`src/wls_pkg.sv`:
```
// ----------------------------------------------------------------------------
// wls_pkg
// Shared widths, codes and defaults for the windowed level statistics block.
// ----------------------------------------------------------------------------
package wls_pkg;

	localparam int LEVEL_W     = 16;
	localparam int STAMP_W     = 32;
	localparam int LIMIT_W     = 7;
	localparam int COUNT_OUT_W = 7;
	localparam int TREND_W     = 2;

	localparam int STORE_DEPTH_DEF = 64;
	localparam logic [LIMIT_W-1:0] LIMIT_RESET = 7'd64;

	// trend fires when newest minus oldest of the last three passes this
	localparam int TREND_THRESHOLD = 100;
	localparam int TREND_MIN_COUNT = 3;

	localparam logic OP_RECORD = 1'b0;
	localparam logic OP_CLEAR  = 1'b1;

	localparam logic signed [TREND_W-1:0] TREND_FLAT = 2'sb00;
	localparam logic signed [TREND_W-1:0] TREND_UP   = 2'sb01;
	localparam logic signed [TREND_W-1:0] TREND_DOWN = 2'sb11;

endpackage

```
`src/wls_store.sv`:
```
// ----------------------------------------------------------------------------
// wls_store
// Sample ring memories: level and stamp, one write and one registered read.
// ----------------------------------------------------------------------------
module wls_store
	import wls_pkg::*;
#(
	parameter int DEPTH = STORE_DEPTH_DEF,
	parameter int AW    = $clog2(DEPTH)
) (
	input  logic               clk,
	input  logic               wr_en,
	input  logic [AW-1:0]      wr_addr,
	input  logic [LEVEL_W-1:0] wr_level,
	input  logic [STAMP_W-1:0] wr_stamp,
	input  logic               rd_en,
	input  logic [AW-1:0]      rd_addr,
	output logic [LEVEL_W-1:0] rd_level,
	output logic [STAMP_W-1:0] rd_stamp
);

	logic [LEVEL_W-1:0] level_mem [DEPTH];
	logic [STAMP_W-1:0] stamp_mem [DEPTH];

	always_ff @(posedge clk) begin
		if (wr_en) begin
			level_mem[wr_addr] <= wr_level;
			stamp_mem[wr_addr] <= wr_stamp;
		end
		if (rd_en) begin
			rd_level <= level_mem[rd_addr];
			rd_stamp <= stamp_mem[rd_addr];
		end
	end

endmodule

```
`src/wls_div.sv`:
```
// ----------------------------------------------------------------------------
// wls_div
// Serial restoring divider, one quotient bit per cycle.
// ----------------------------------------------------------------------------
module wls_div
	import wls_pkg::*;
#(
	parameter int NW = LEVEL_W + 7,
	parameter int DW = 7
) (
	input  logic          clk,
	input  logic          arst_n,
	input  logic          start,
	input  logic [NW-1:0] numer,
	input  logic [DW-1:0] denom,
	output logic          done,
	output logic [NW-1:0] quotient
);

	localparam int CNT_W = $clog2(NW + 1);

	logic [NW-1:0]    quo_q;
	logic [DW-1:0]    rem_q;
	logic [DW-1:0]    den_q;
	logic [CNT_W-1:0] cnt_q;
	logic             done_q;
	logic [DW:0]      trial;
	logic             fits;

	assign trial = {rem_q, quo_q[NW-1]};
	assign fits  = trial >= {1'b0, den_q};

	always_ff @(posedge clk or negedge arst_n) begin
		if (!arst_n) begin
			cnt_q  <= '0;
			done_q <= 1'b0;
		end else begin
			done_q <= 1'b0;
			if (start) begin
				cnt_q <= CNT_W'(NW);
			end else if (cnt_q != '0) begin
				cnt_q <= cnt_q - 1'b1;
				if (cnt_q == CNT_W'(1)) begin
					done_q <= 1'b1;
				end
			end
		end
	end

	always_ff @(posedge clk) begin
		if (start) begin
			quo_q <= numer;
			rem_q <= '0;
			den_q <= denom;
		end else if (cnt_q != '0) begin
			quo_q <= {quo_q[NW-2:0], fits};
			rem_q <= fits ? DW'(trial - {1'b0, den_q}) : trial[DW-1:0];
		end
	end

	assign done     = done_q;
	assign quotient = quo_q;

endmodule

```
`src/windowed_level_statistics_top.sv`:
```
// ----------------------------------------------------------------------------
// windowed_level_statistics_top
// Sliding window of level samples with count, min, max, mean, span and trend.
// ----------------------------------------------------------------------------
// Flow: a transaction walks the held samples through the memory read port,
//   then the serial mean divider runs before the result is registered; an
//   empty window skips the walk and the divider.
// Throughput: one transaction at a time; the next can be taken the cycle after
//   the result is in the output register.
//   Memory contents need no clearing after reset.
// Reset: arst_n clears the window, the ring pointer and sets the limit to 64.
// ----------------------------------------------------------------------------
module windowed_level_statistics_top
	import wls_pkg::*;
#(
	parameter int STORE_DEPTH = STORE_DEPTH_DEF
) (
	input  logic                      clk,
	input  logic                      arst_n,
	input  logic                      cfg_valid,
	output logic                      cfg_ready,
	input  logic [LIMIT_W-1:0]        window_limit,
	input  logic                      in_valid,
	output logic                      in_ready,
	input  logic                      operation,
	input  logic [LEVEL_W-1:0]        level,
	input  logic [STAMP_W-1:0]        stamp,
	output logic                      out_valid,
	input  logic                      out_ready,
	output logic [COUNT_OUT_W-1:0]    sample_count,
	output logic [LEVEL_W-1:0]        level_min,
	output logic [LEVEL_W-1:0]        level_max,
	output logic [LEVEL_W-1:0]        level_mean,
	output logic [STAMP_W-1:0]        span,
	output logic signed [TREND_W-1:0] trend
);

	localparam int AW = $clog2(STORE_DEPTH);
	localparam int CW = $clog2(STORE_DEPTH + 1);
	localparam int MW = (CW > LIMIT_W) ? CW : LIMIT_W;
	localparam int SW = LEVEL_W + CW;
	localparam logic [MW-1:0] DEPTH_M = MW'(STORE_DEPTH);
	localparam logic [CW-1:0] DEPTH_C = CW'(STORE_DEPTH);
	localparam logic [AW-1:0] LAST_SLOT = AW'(STORE_DEPTH - 1);
	localparam logic signed [LEVEL_W:0] THR_P = (LEVEL_W+1)'(TREND_THRESHOLD);
	localparam logic signed [LEVEL_W:0] THR_N = -(LEVEL_W+1)'(TREND_THRESHOLD);

	typedef enum logic [2:0] {
		ST_IDLE,
		ST_START,
		ST_WALK,
		ST_DRAIN,
		ST_DIV_GO,
		ST_DIV_WAIT,
		ST_FINISH
	} state_t;

	state_t state_q;

	logic [LIMIT_W-1:0] limit_q;
	logic [AW-1:0]      newest_q;
	logic [CW-1:0]      held_q;
	logic [CW-1:0]      idx_q;
	logic [AW-1:0]      rd_addr_q;
	logic               rd_vld_s1;
	logic [CW-1:0]      idx_s1;

	logic [LEVEL_W-1:0] min_q;
	logic [LEVEL_W-1:0] max_q;
	logic [SW-1:0]      sum_q;
	logic [LEVEL_W-1:0] lvl_new_q;
	logic [LEVEL_W-1:0] lvl_old3_q;
	logic [STAMP_W-1:0] stp_new_q;
	logic [STAMP_W-1:0] stp_old_q;

	logic               in_fire;
	logic               cfg_fire;
	logic               out_load;
	logic               wr_en;
	logic [AW-1:0]      next_slot;
	logic [LEVEL_W-1:0] rd_level;
	logic [STAMP_W-1:0] rd_stamp;
	logic               div_done;
	logic [SW-1:0]      div_quo;

	logic [MW-1:0]      cur_lim_m;
	logic [MW-1:0]      new_lim_m;
	logic [CW-1:0]      cur_eff;
	logic [CW-1:0]      new_eff;
	logic [CW-1:0]      held_inc;
	logic [CW-1:0]      held_rec;

	logic signed [LEVEL_W:0] diff;
	logic signed [TREND_W-1:0] trend_nx;
	logic [STAMP_W-1:0]        span_nx;

	assign cfg_ready = (state_q == ST_IDLE);
	assign in_ready  = (state_q == ST_IDLE) && !cfg_valid;
	assign cfg_fire  = cfg_valid && cfg_ready;
	assign in_fire   = in_valid && in_ready;
	assign out_load  = (state_q == ST_FINISH) && (!out_valid || out_ready);
	assign wr_en     = in_fire && (operation == OP_RECORD);
	assign next_slot = (newest_q == LAST_SLOT) ? '0 : newest_q + 1'b1;

	// effective window limit: 0 or above depth means the full store
	assign cur_lim_m = MW'(limit_q);
	assign new_lim_m = MW'(window_limit);
	assign cur_eff = (cur_lim_m == '0 || cur_lim_m > DEPTH_M) ? DEPTH_C : CW'(cur_lim_m);
	assign new_eff = (new_lim_m == '0 || new_lim_m > DEPTH_M) ? DEPTH_C : CW'(new_lim_m);

	assign held_inc = (held_q < DEPTH_C) ? held_q + 1'b1 : held_q;
	assign held_rec = (held_inc > cur_eff) ? cur_eff : held_inc;

	assign diff = $signed({1'b0, lvl_new_q}) - $signed({1'b0, lvl_old3_q});

	always_comb begin
		trend_nx = TREND_FLAT;
		if (held_q >= CW'(TREND_MIN_COUNT)) begin
			if (diff > THR_P) begin
				trend_nx = TREND_UP;
			end else if (diff < THR_N) begin
				trend_nx = TREND_DOWN;
			end
		end
	end

	assign span_nx = (held_q > CW'(1)) ? stp_new_q - stp_old_q : '0;

	wls_store #(
		.DEPTH (STORE_DEPTH),
		.AW    (AW)
	) u_store (
		.clk      (clk),
		.wr_en    (wr_en),
		.wr_addr  (next_slot),
		.wr_level (level),
		.wr_stamp (stamp),
		.rd_en    (state_q == ST_WALK),
		.rd_addr  (rd_addr_q),
		.rd_level (rd_level),
		.rd_stamp (rd_stamp)
	);

	wls_div #(
		.NW (SW),
		.DW (CW)
	) u_div (
		.clk      (clk),
		.arst_n   (arst_n),
		.start    (state_q == ST_DIV_GO),
		.numer    (sum_q),
		.denom    (held_q),
		.done     (div_done),
		.quotient (div_quo)
	);

	always_ff @(posedge clk or negedge arst_n) begin
		if (!arst_n) begin
			state_q      <= ST_IDLE;
			limit_q      <= LIMIT_RESET;
			newest_q     <= '0;
			held_q       <= '0;
			idx_q        <= '0;
			rd_addr_q    <= '0;
			rd_vld_s1    <= 1'b0;
			idx_s1       <= '0;
			out_valid    <= 1'b0;
			sample_count <= '0;
			level_min    <= '0;
			level_max    <= '0;
			level_mean   <= '0;
			span         <= '0;
			trend        <= TREND_FLAT;
		end else begin
			rd_vld_s1 <= (state_q == ST_WALK);
			idx_s1    <= idx_q;
			if (out_load) begin
				out_valid <= 1'b1;
			end else if (out_valid && out_ready) begin
				out_valid <= 1'b0;
			end
			case (state_q)
				ST_IDLE: begin
					if (cfg_fire) begin
						limit_q <= window_limit;
						if (held_q > new_eff) begin
							held_q <= new_eff;
						end
					end else if (in_fire) begin
						if (operation == OP_CLEAR) begin
							held_q <= '0;
						end else begin
							newest_q <= next_slot;
							held_q   <= held_rec;
						end
						state_q <= ST_START;
					end
				end
				ST_START: begin
					idx_q     <= '0;
					rd_addr_q <= newest_q;
					state_q   <= (held_q == '0) ? ST_FINISH : ST_WALK;
				end
				ST_WALK: begin
					idx_q     <= idx_q + 1'b1;
					rd_addr_q <= (rd_addr_q == '0) ? LAST_SLOT : rd_addr_q - 1'b1;
					if (idx_q == held_q - 1'b1) begin
						state_q <= ST_DRAIN;
					end
				end
				ST_DRAIN: begin
					state_q <= ST_DIV_GO;
				end
				ST_DIV_GO: begin
					state_q <= ST_DIV_WAIT;
				end
				ST_DIV_WAIT: begin
					if (div_done) begin
						state_q <= ST_FINISH;
					end
				end
				ST_FINISH: begin
					if (out_load) begin
						sample_count <= COUNT_OUT_W'(held_q);
						if (held_q == '0) begin
							level_min  <= '0;
							level_max  <= '0;
							level_mean <= '0;
						end else begin
							level_min  <= min_q;
							level_max  <= max_q;
							level_mean <= div_quo[LEVEL_W-1:0];
						end
						span    <= span_nx;
						trend   <= trend_nx;
						state_q <= ST_IDLE;
					end
				end
				default: begin
					state_q <= ST_IDLE;
				end
			endcase
		end
	end

	// running figures over the ring walk
	always_ff @(posedge clk) begin
		if (state_q == ST_START) begin
			min_q <= '1;
			max_q <= '0;
			sum_q <= '0;
		end else if (rd_vld_s1) begin
			if (rd_level < min_q) begin
				min_q <= rd_level;
			end
			if (rd_level > max_q) begin
				max_q <= rd_level;
			end
			sum_q <= sum_q + SW'(rd_level);
			if (idx_s1 == '0) begin
				lvl_new_q <= rd_level;
				stp_new_q <= rd_stamp;
			end
			if (idx_s1 == CW'(2)) begin
				lvl_old3_q <= rd_level;
			end
			if (idx_s1 == held_q - 1'b1) begin
				stp_old_q <= rd_stamp;
			end
		end
	end

endmodule

```
`config.mk`:
```
export PLATFORM = sky130hd
export DESIGN_NAME = windowed_level_statistics_top
export DESIGN_NICKNAME = d
export VERILOG_FILES = /design/src/wls_pkg.sv /design/src/wls_store.sv /design/src/wls_div.sv /design/src/windowed_level_statistics_top.sv
export SDC_FILE = /design/constraint.sdc
export NUM_CORES = 2
export LEC_CHECK = 0
export BUFFER_PORTS_ARGS = -buffer_cell sky130_fd_sc_hd__buf_4
export CORE_ASPECT_RATIO = 2
export CORE_UTILIZATION = 54
export CTS_CLUSTER_SIZE = 40
export DETAILED_ROUTE_END_ITERATION = 10
export GPL_TIMING_DRIVEN = 1
export PLACE_DENSITY = 0.8
export RECOVER_POWER = 25
export SYNTH_ARGS = -nofsm -noshare
export SYNTH_HDL_FRONTEND = slang
export SYNTH_SLANG_ARGS = --single-unit
```
`constraint.sdc`:
```
create_clock -name clk -period 5.2 [get_ports clk]
set_input_delay 0.26 -clock clk [delete_from_list [all_inputs] [get_ports clk]]
set_output_delay 0.26 -clock clk [all_outputs]
set_load 0.01 [all_outputs]
```
After elaboration in Yosys (flattened, before gate mapping)
Memory sizes are Yosys's and may differ from the RTL's. A register that Yosys moved wholly into a read port is not among the register bits. Index checks and enable logic that the tools add are counted. W data, S select, Z words.

Memories: 2. Output and inout port bits: 92. Register bits: 328. Input port bits: 61. Bits in writable memories: 3072.

Bitwise operators: 3. Reduce and logical (&&, ||, !) cells: 32. Add/sub/neg operators: 10. Order comparisons: 12. Muxes and demuxes: 38. Equality and inequality tests: 17.

Memory list: u_store.stamp_mem (words 64, bits a word 32, read ports 1, clocked after Yosys merged registers in 1, wr ports 1, RTL line wls_store.sv:23) `logic [STAMP_W-1:0] stamp_mem [DEPTH];`; u_store.level_mem (words 64, bits a word 16, read ports 1, clocked after Yosys merged registers in 1, wr ports 1, RTL line wls_store.sv:22) `logic [LEVEL_W-1:0] level_mem [DEPTH];`.

Operators with widths (count): $mux W7 (9); $mux W16 (3); $mux W23 (2); $mux W32 (1); $sub A32 B32 Y32 (1); $logic_not A7 Y1 (4); $add A23 B16 Y23 (1); $pmux W3 S7 (1); $mux W3 (6); $gt A17 B8 Y1 const B (1); $lt A17 B8 Y1 const B (1); $sub A16 B16 Y17 (1); $gt A16 B16 Y1 (1); $lt A16 B16 Y1 (1); $add A7 B1 Y7 const B (2); $eq A7 B7 Y1 (2); $gt A7 B7 Y1 (2); $gt A7 B7 Y1 const B (2); $pmux W7 S2 (1); $mux W6 (2); $pmux W6 S2 (1); $reduce_and A3 Y1 (4); $mux W5 (2); $eq A3 B3 Y1 const B (3); other kinds (29) (58).

Longest topological paths before layout
Depth in word-level cells: 8. Depth in mapped cells: 15. Mapped depth without buffers: 14.

Hierarchy
From an unflattened synthesis, not the netlist that was laid out.

Cell total of the unflattened synthesis: 6685. Area, all modules: 135123.3 um^2.

Modules (own cells, without submodules): wls_store (cells an instance 5104, area each 118113.3 um^2, times used 1, sequential area each 93689.9 um^2); windowed_level_statistics_top (cells an instance 1407, area each 14835.5 um^2, times used 1, sequential area each 7338.3 um^2); wls_div (cells an instance 174, area each 2174.6 um^2, times used 1, sequential area each 1191.1 um^2).

Worst setup path after synthesis
No wires, ideal clock.

Path kind: register to register. From: register held_q[0]. To: register stp_old_q[0], enable pin. Path buffers: 1. Setup slack: -0.152 ns. Stages on the path, launching flop included: 10. Clock period less this slack: 5.352 ns. Arrival time: 4.850 ns. Required time: 4.698 ns. Library setup time: 0.502 ns. Path through: dfrtp_1 > clkbuf_1 > inv_1 > ha_1 > inv_1 > or3_1 > xor2_1 > xor2_1 > nand3_1 > nor4_1.

Longest elaborated chain between the ends: 3.

Ends and longest elaborated chain: from (decl) (RTL line windowed_level_statistics_top.sv:62) `logic [CW-1:0] held_q;`; from (signal assigned) (RTL line windowed_level_statistics_top.sv:187) `held_q <= new_eff;`; from (signal assigned) (RTL line windowed_level_statistics_top.sv:194) `held_q <= held_rec;`; $sub A7 B1 Y7 (RTL line windowed_level_statistics_top.sv:267) `if (idx_s1 == held_q - 1'b1) begin`; $eq A7 B7 Y1 (RTL line windowed_level_statistics_top.sv:267); $reduce_and A3 Y1 (no source line); to (signal assigned) (RTL line windowed_level_statistics_top.sv:268) `stp_old_q <= rd_stamp;`; to (decl) (RTL line windowed_level_statistics_top.sv:74) `logic [STAMP_W-1:0] stp_old_q;`.

No other way between the ends. A chain may end at the register's enable or synchronous reset.

Final worst setup path
From: register state_q[0]. To: memory u_store.level_mem[49][3], enable pin.

Longest elaborated chain between the ends: 6.

Ends and longest elaborated chain: from (decl) (RTL line windowed_level_statistics_top.sv:58) `state_t state_q;`; from (signal assigned) (RTL line windowed_level_statistics_top.sv:202) `state_q <= (held_q == '0) ? ST_FINISH : ST_WALK;`; $logic_not A3 Y1 (RTL line windowed_level_statistics_top.sv:98) `assign in_ready = (state_q == ST_IDLE) && !cfg_valid;`; $logic_and A1 B1 Y1 (RTL line windowed_level_statistics_top.sv:98); $logic_and A1 B1 Y1 (RTL line windowed_level_statistics_top.sv:100) `assign in_fire = in_valid && in_ready;`; $logic_and A1 B1 Y1 (RTL line windowed_level_statistics_top.sv:102) `assign wr_en = in_fire && (operation == OP_RECORD);`; $mux W1 (RTL line wls_store.sv:26) `if (wr_en) begin`; $mux W1 (not written as such) (RTL line wls_store.sv:27) `level_mem[wr_addr] <= wr_level;`; to (decl) (RTL line wls_store.sv:22).

No other way between the ends.

==> flow_metrics.env <==
export IMPL_status="finished, violations left"
export IMPL_violations="capacitance limit, slew limit"
export IMPL_crit_end="u_store.level_mem[49][3]"
export IMPL_p_leak_nw=49.1
export IMPL_final_common_cell="edfxtp_1"
export IMPL_vias=74400
export IMPL_core_area_mm2=0.250
export IMPL_critPathLaunchType="flop"
export IMPL_grt_pass1_vias=74700
export IMPL_clk_path_buf_depth=4
export IMPL_ys_types=80
export IMPL_crit_path_end_kind="flop"
export IMPL_htreeDepth=5
export IMPL_cp_top_family="simple AND/OR/NAND/NOR gates"
export IMPL_gp_congestion=0.929
export IMPL_syn_inst=6837
export IMPL_dp_cells=10100
export IMPL_rsz0062_at_grt="no"
export IMPL_synth_edf_count=3246
export IMPL_final_cell_area_mm2=0.152
export IMPL_required_ns=5.68
export IMPL_hold_viol_final=0
export IMPL_maxCapViolCount=41
export IMPL_fillers=16400
export IMPL_power_density_mw_per_mm2=529
export IMPL_r2r_slack_ns=1.01
export IMPL_period_minus_slack_ns=4.19
export IMPL_wl_per_cell_um=36.7
export IMPL_cts_clk_slew_worst_paths_ns=0.07
export IMPL_cts_made_buffers=274
export IMPL_finalNonFillerCells=10700
export IMPL_rows=260
export IMPL_ys_ff_latch=3448
export IMPL_post_dp_hpwl_mm=231
export IMPL_clock_skew_ns=0.0614
export IMPL_cts_tree="done"
export IMPL_port_buffers=152
export IMPL_setup_viol=0
export IMPL_path_depth=7
export IMPL_grt_max_degree=110
export IMPL_grt_overflow=0
export IMPL_syn_nets=7027
export IMPL_crit_buf_inv=1
export IMPL_grt_use_total_pct=30.7
export IMPL_post_dp_cell_area_mm2=0.142
export IMPL_dieHeight_um=712
export IMPL_cts_resized=0
export IMPL_routed_wirelength_mm=392
export IMPL_drive_gt1_share_pct=21.3
export IMPL_critPathMaxStageDelay_ns=0.75
export IMPL_grt_pass1_wl_mm=546
export IMPL_nets=7390
export IMPL_synth_ff_type="edfxtp_1"
export IMPL_r2r_start="state_q[0]"
export IMPL_worst_pin_slew_ns=3.85
export IMPL_multiInputGateArea_mm2=0.0319
export IMPL_worstPathCellList="nor3_2 -> nand2_1 -> or2_2 -> nor3_1 -> nand2_1 -> nor2_4 -> buf_4"
export IMPL_maxSlewHeadroom_pct=-157
export IMPL_pre_cts_slack_ns=1.17
export IMPL_reg2reg_depth=7
export IMPL_cts_num_sinks=3448
export IMPL_die_x_um=357
export IMPL_cp_startpoint="state_q[0]"
export IMPL_syn2layout_area_growth_pct=11.5
export IMPL_drc=0
export IMPL_synth_seq_area_share_pct=75.2
export IMPL_synthSimpleGateAreaFrac_pct=2.14
export IMPL_die_area_mm2=0.254
export IMPL_setup_ws_ns=1.01
export IMPL_synth_top_family_by_area="multiplexers"
export IMPL_cts_root_buffer="clkbuf_16"
export IMPL_synth_avg_cell_area_um2=19.9
export IMPL_r2r_end="u_store.level_mem[49][3]"
export IMPL_synth_compound_area_share_pct=4.83
export IMPL_max_freq_mhz=239
export IMPL_io_pins=153
export IMPL_postRouteAntennaNets=0
export IMPL_seq_area_mm2=0.102
export IMPL_path_max_fanout=48
export IMPL_max_vdd_ir_drop_mv=0.505
export IMPL_antenna_found_initial=19
export IMPL_timing_final_crit_share_pct=80.5
export IMPL_synth_xor_area_share_pct=0.541
export IMPL_synthAdderAreaFrac_pct=1.21
export IMPL_setup_tns_final_ns=0
export IMPL_initial_core_util_pct=54.3
export IMPL_muxShareOfSynthArea_pct=14.3
export IMPL_maxSlewViolCount=2632
export IMPL_crit_type="flop to flop"
export IMPL_holdCritPathClass="primary input to flop"
export IMPL_worstSkewPairLatency_ns=0.90
export IMPL_ys_warn_count=0
export IMPL_syn_area_mm2=0.136
export IMPL_final_cell_mix="3246 x edfxtp_1, 695 x mux4_2, 363 x mux2i_1"
export IMPL_firstDrtPassIters=8
export IMPL_cp_common_cell="nand2_1"
export IMPL_slowest_stage="buf_4"
export IMPL_synthArstFlopShare_pct=4.06
export IMPL_worstPathArrival_ns=4.67
export IMPL_drt_first_iter_violations=11500
export IMPL_vias_per_cell=6.95
## worst min-delay path, stage by stage
cell and delay [ns]:
buf_4 0.10, nor2b_1 0.06, nor3_1 0.15, nor3_1 0.12, a21oi_1 0.13, a21oi_1 0.06
## how the worst min path moves through the flow
| stage | start | to | cells after the start |
|---|---|---|---|
| 3_5_place_dp | arst_n | sample_count[3] | 1 |
| 4_1_cts | stamp[31] | u_store.stamp_mem[17][31] | 1 |
| 5_1_grt | cfg_valid | state_q[0] | 6 |
| 3_3_place_gp | arst_n | span[2] | 1 |
| 6_report | cfg_valid | state_q[0] | 6 |
| 2_1_floorplan | arst_n | cur_lim_m[0] | 0 |
## cells in the mapped netlist (48+ instances only)
| cell | number | area, um^2 |
|---|---|---|
| edfxtp_1 | 3246 | 97500 |
| mux4_2 | 695 | 15700 |
| mux2i_1 | 363 | 3630 |
| nand2_1 | 220 | 826 |
| nor2_1 | 209 | 785 |
| a21oi_1 | 208 | 1040 |
| o21ai_0 | 176 | 881 |
| o221ai_1 | 164 | 1440 |
| clkbuf_1 | 159 | 597 |
| dfrtp_1 | 139 | 3480 |
| inv_1 | 131 | 492 |
| ha_1 | 125 | 1560 |
| o22ai_1 | 100 | 626 |
| dfxtp_1 | 62 | 1240 |
| buf_2 | 59 | 295 |
| a22o_1 | 58 | 508 |
| buf_6 | 55 | 619 |
| xnor2_1 | 48 | 420 |
## where the power goes
part	total (W)	internal [W]	switching, W
combinational	0.0253	0.00970	0.0156
sequential	0.0333	0.0318	0.00150
clock	0.0217	0.0118	0.00989
## flip-flops by register name, summed over array words and instances, names as in the netlist, 23 cells and up
signal             cells
sum_q                 23
u_div.quotient        23
stp_new_q             32
u_store.stamp_mem   2048
u_store.level_mem   1024
stp_old_q             32
span                  32
u_store.rd_stamp      32
## stage by stage
step | util (%) | hold slack, ns | total power [W]
final | 60.6 | 0.0506 | 0.0803
after floorplan | - | -0.0356 | 0.0486
after global routing | 60.5 | 0.0557 | 0.0820
after CTS | 60.6 | 0.00334 | 0.0796
after global placement | 56.7 | 0.411 | 0.0574
after detailed placement | 56.7 | 0.425 | 0.0580
## kinds of logic after synthesis
logic type	Yosys count
adder cells (fa/ha/maj)	129
multiplexers	1072
buffers and inverters	485
AO/OA/AOI/OAI	970
XOR/XNOR	84
AND/OR/NAND/NOR	649
flip-flops	3448
## per-layer routing
| layer | track usage, % | part of all wire, % | vias to the layer above |
|---|---|---|---|
| met1 | 33.0 | 29 | 37600 |
| li1 | - | - | 28900 |
| met2 | 51.8 | 50 | 6260 |
| met5 | 0 | 0.023 | - |
| met3 | 6.29 | 11 | 1677 |
| met4 | 25.5 | 10 | 14 |
## area by class of cell
class	instances	share of cell area, %
flip-flops and latches	3448	67.4
clock inverters	173	1.25
repair buffers	439	2.52
clock buffers	314	4.75
diodes	11	0.0181
multi-input cells	2904	21.0
well taps	3275	2.70
inverters	133	0.337
## what timing repair did
| item | 4_1_cts | 5_1_grt |
|---|---|---|
| endpoints found under the hold margin | 1068 | 1 |
| setup buffers | 0 | 0 |
| hold buffers | 58 | 1 |
Note: power is estimated with default switching activity, not from simulation.
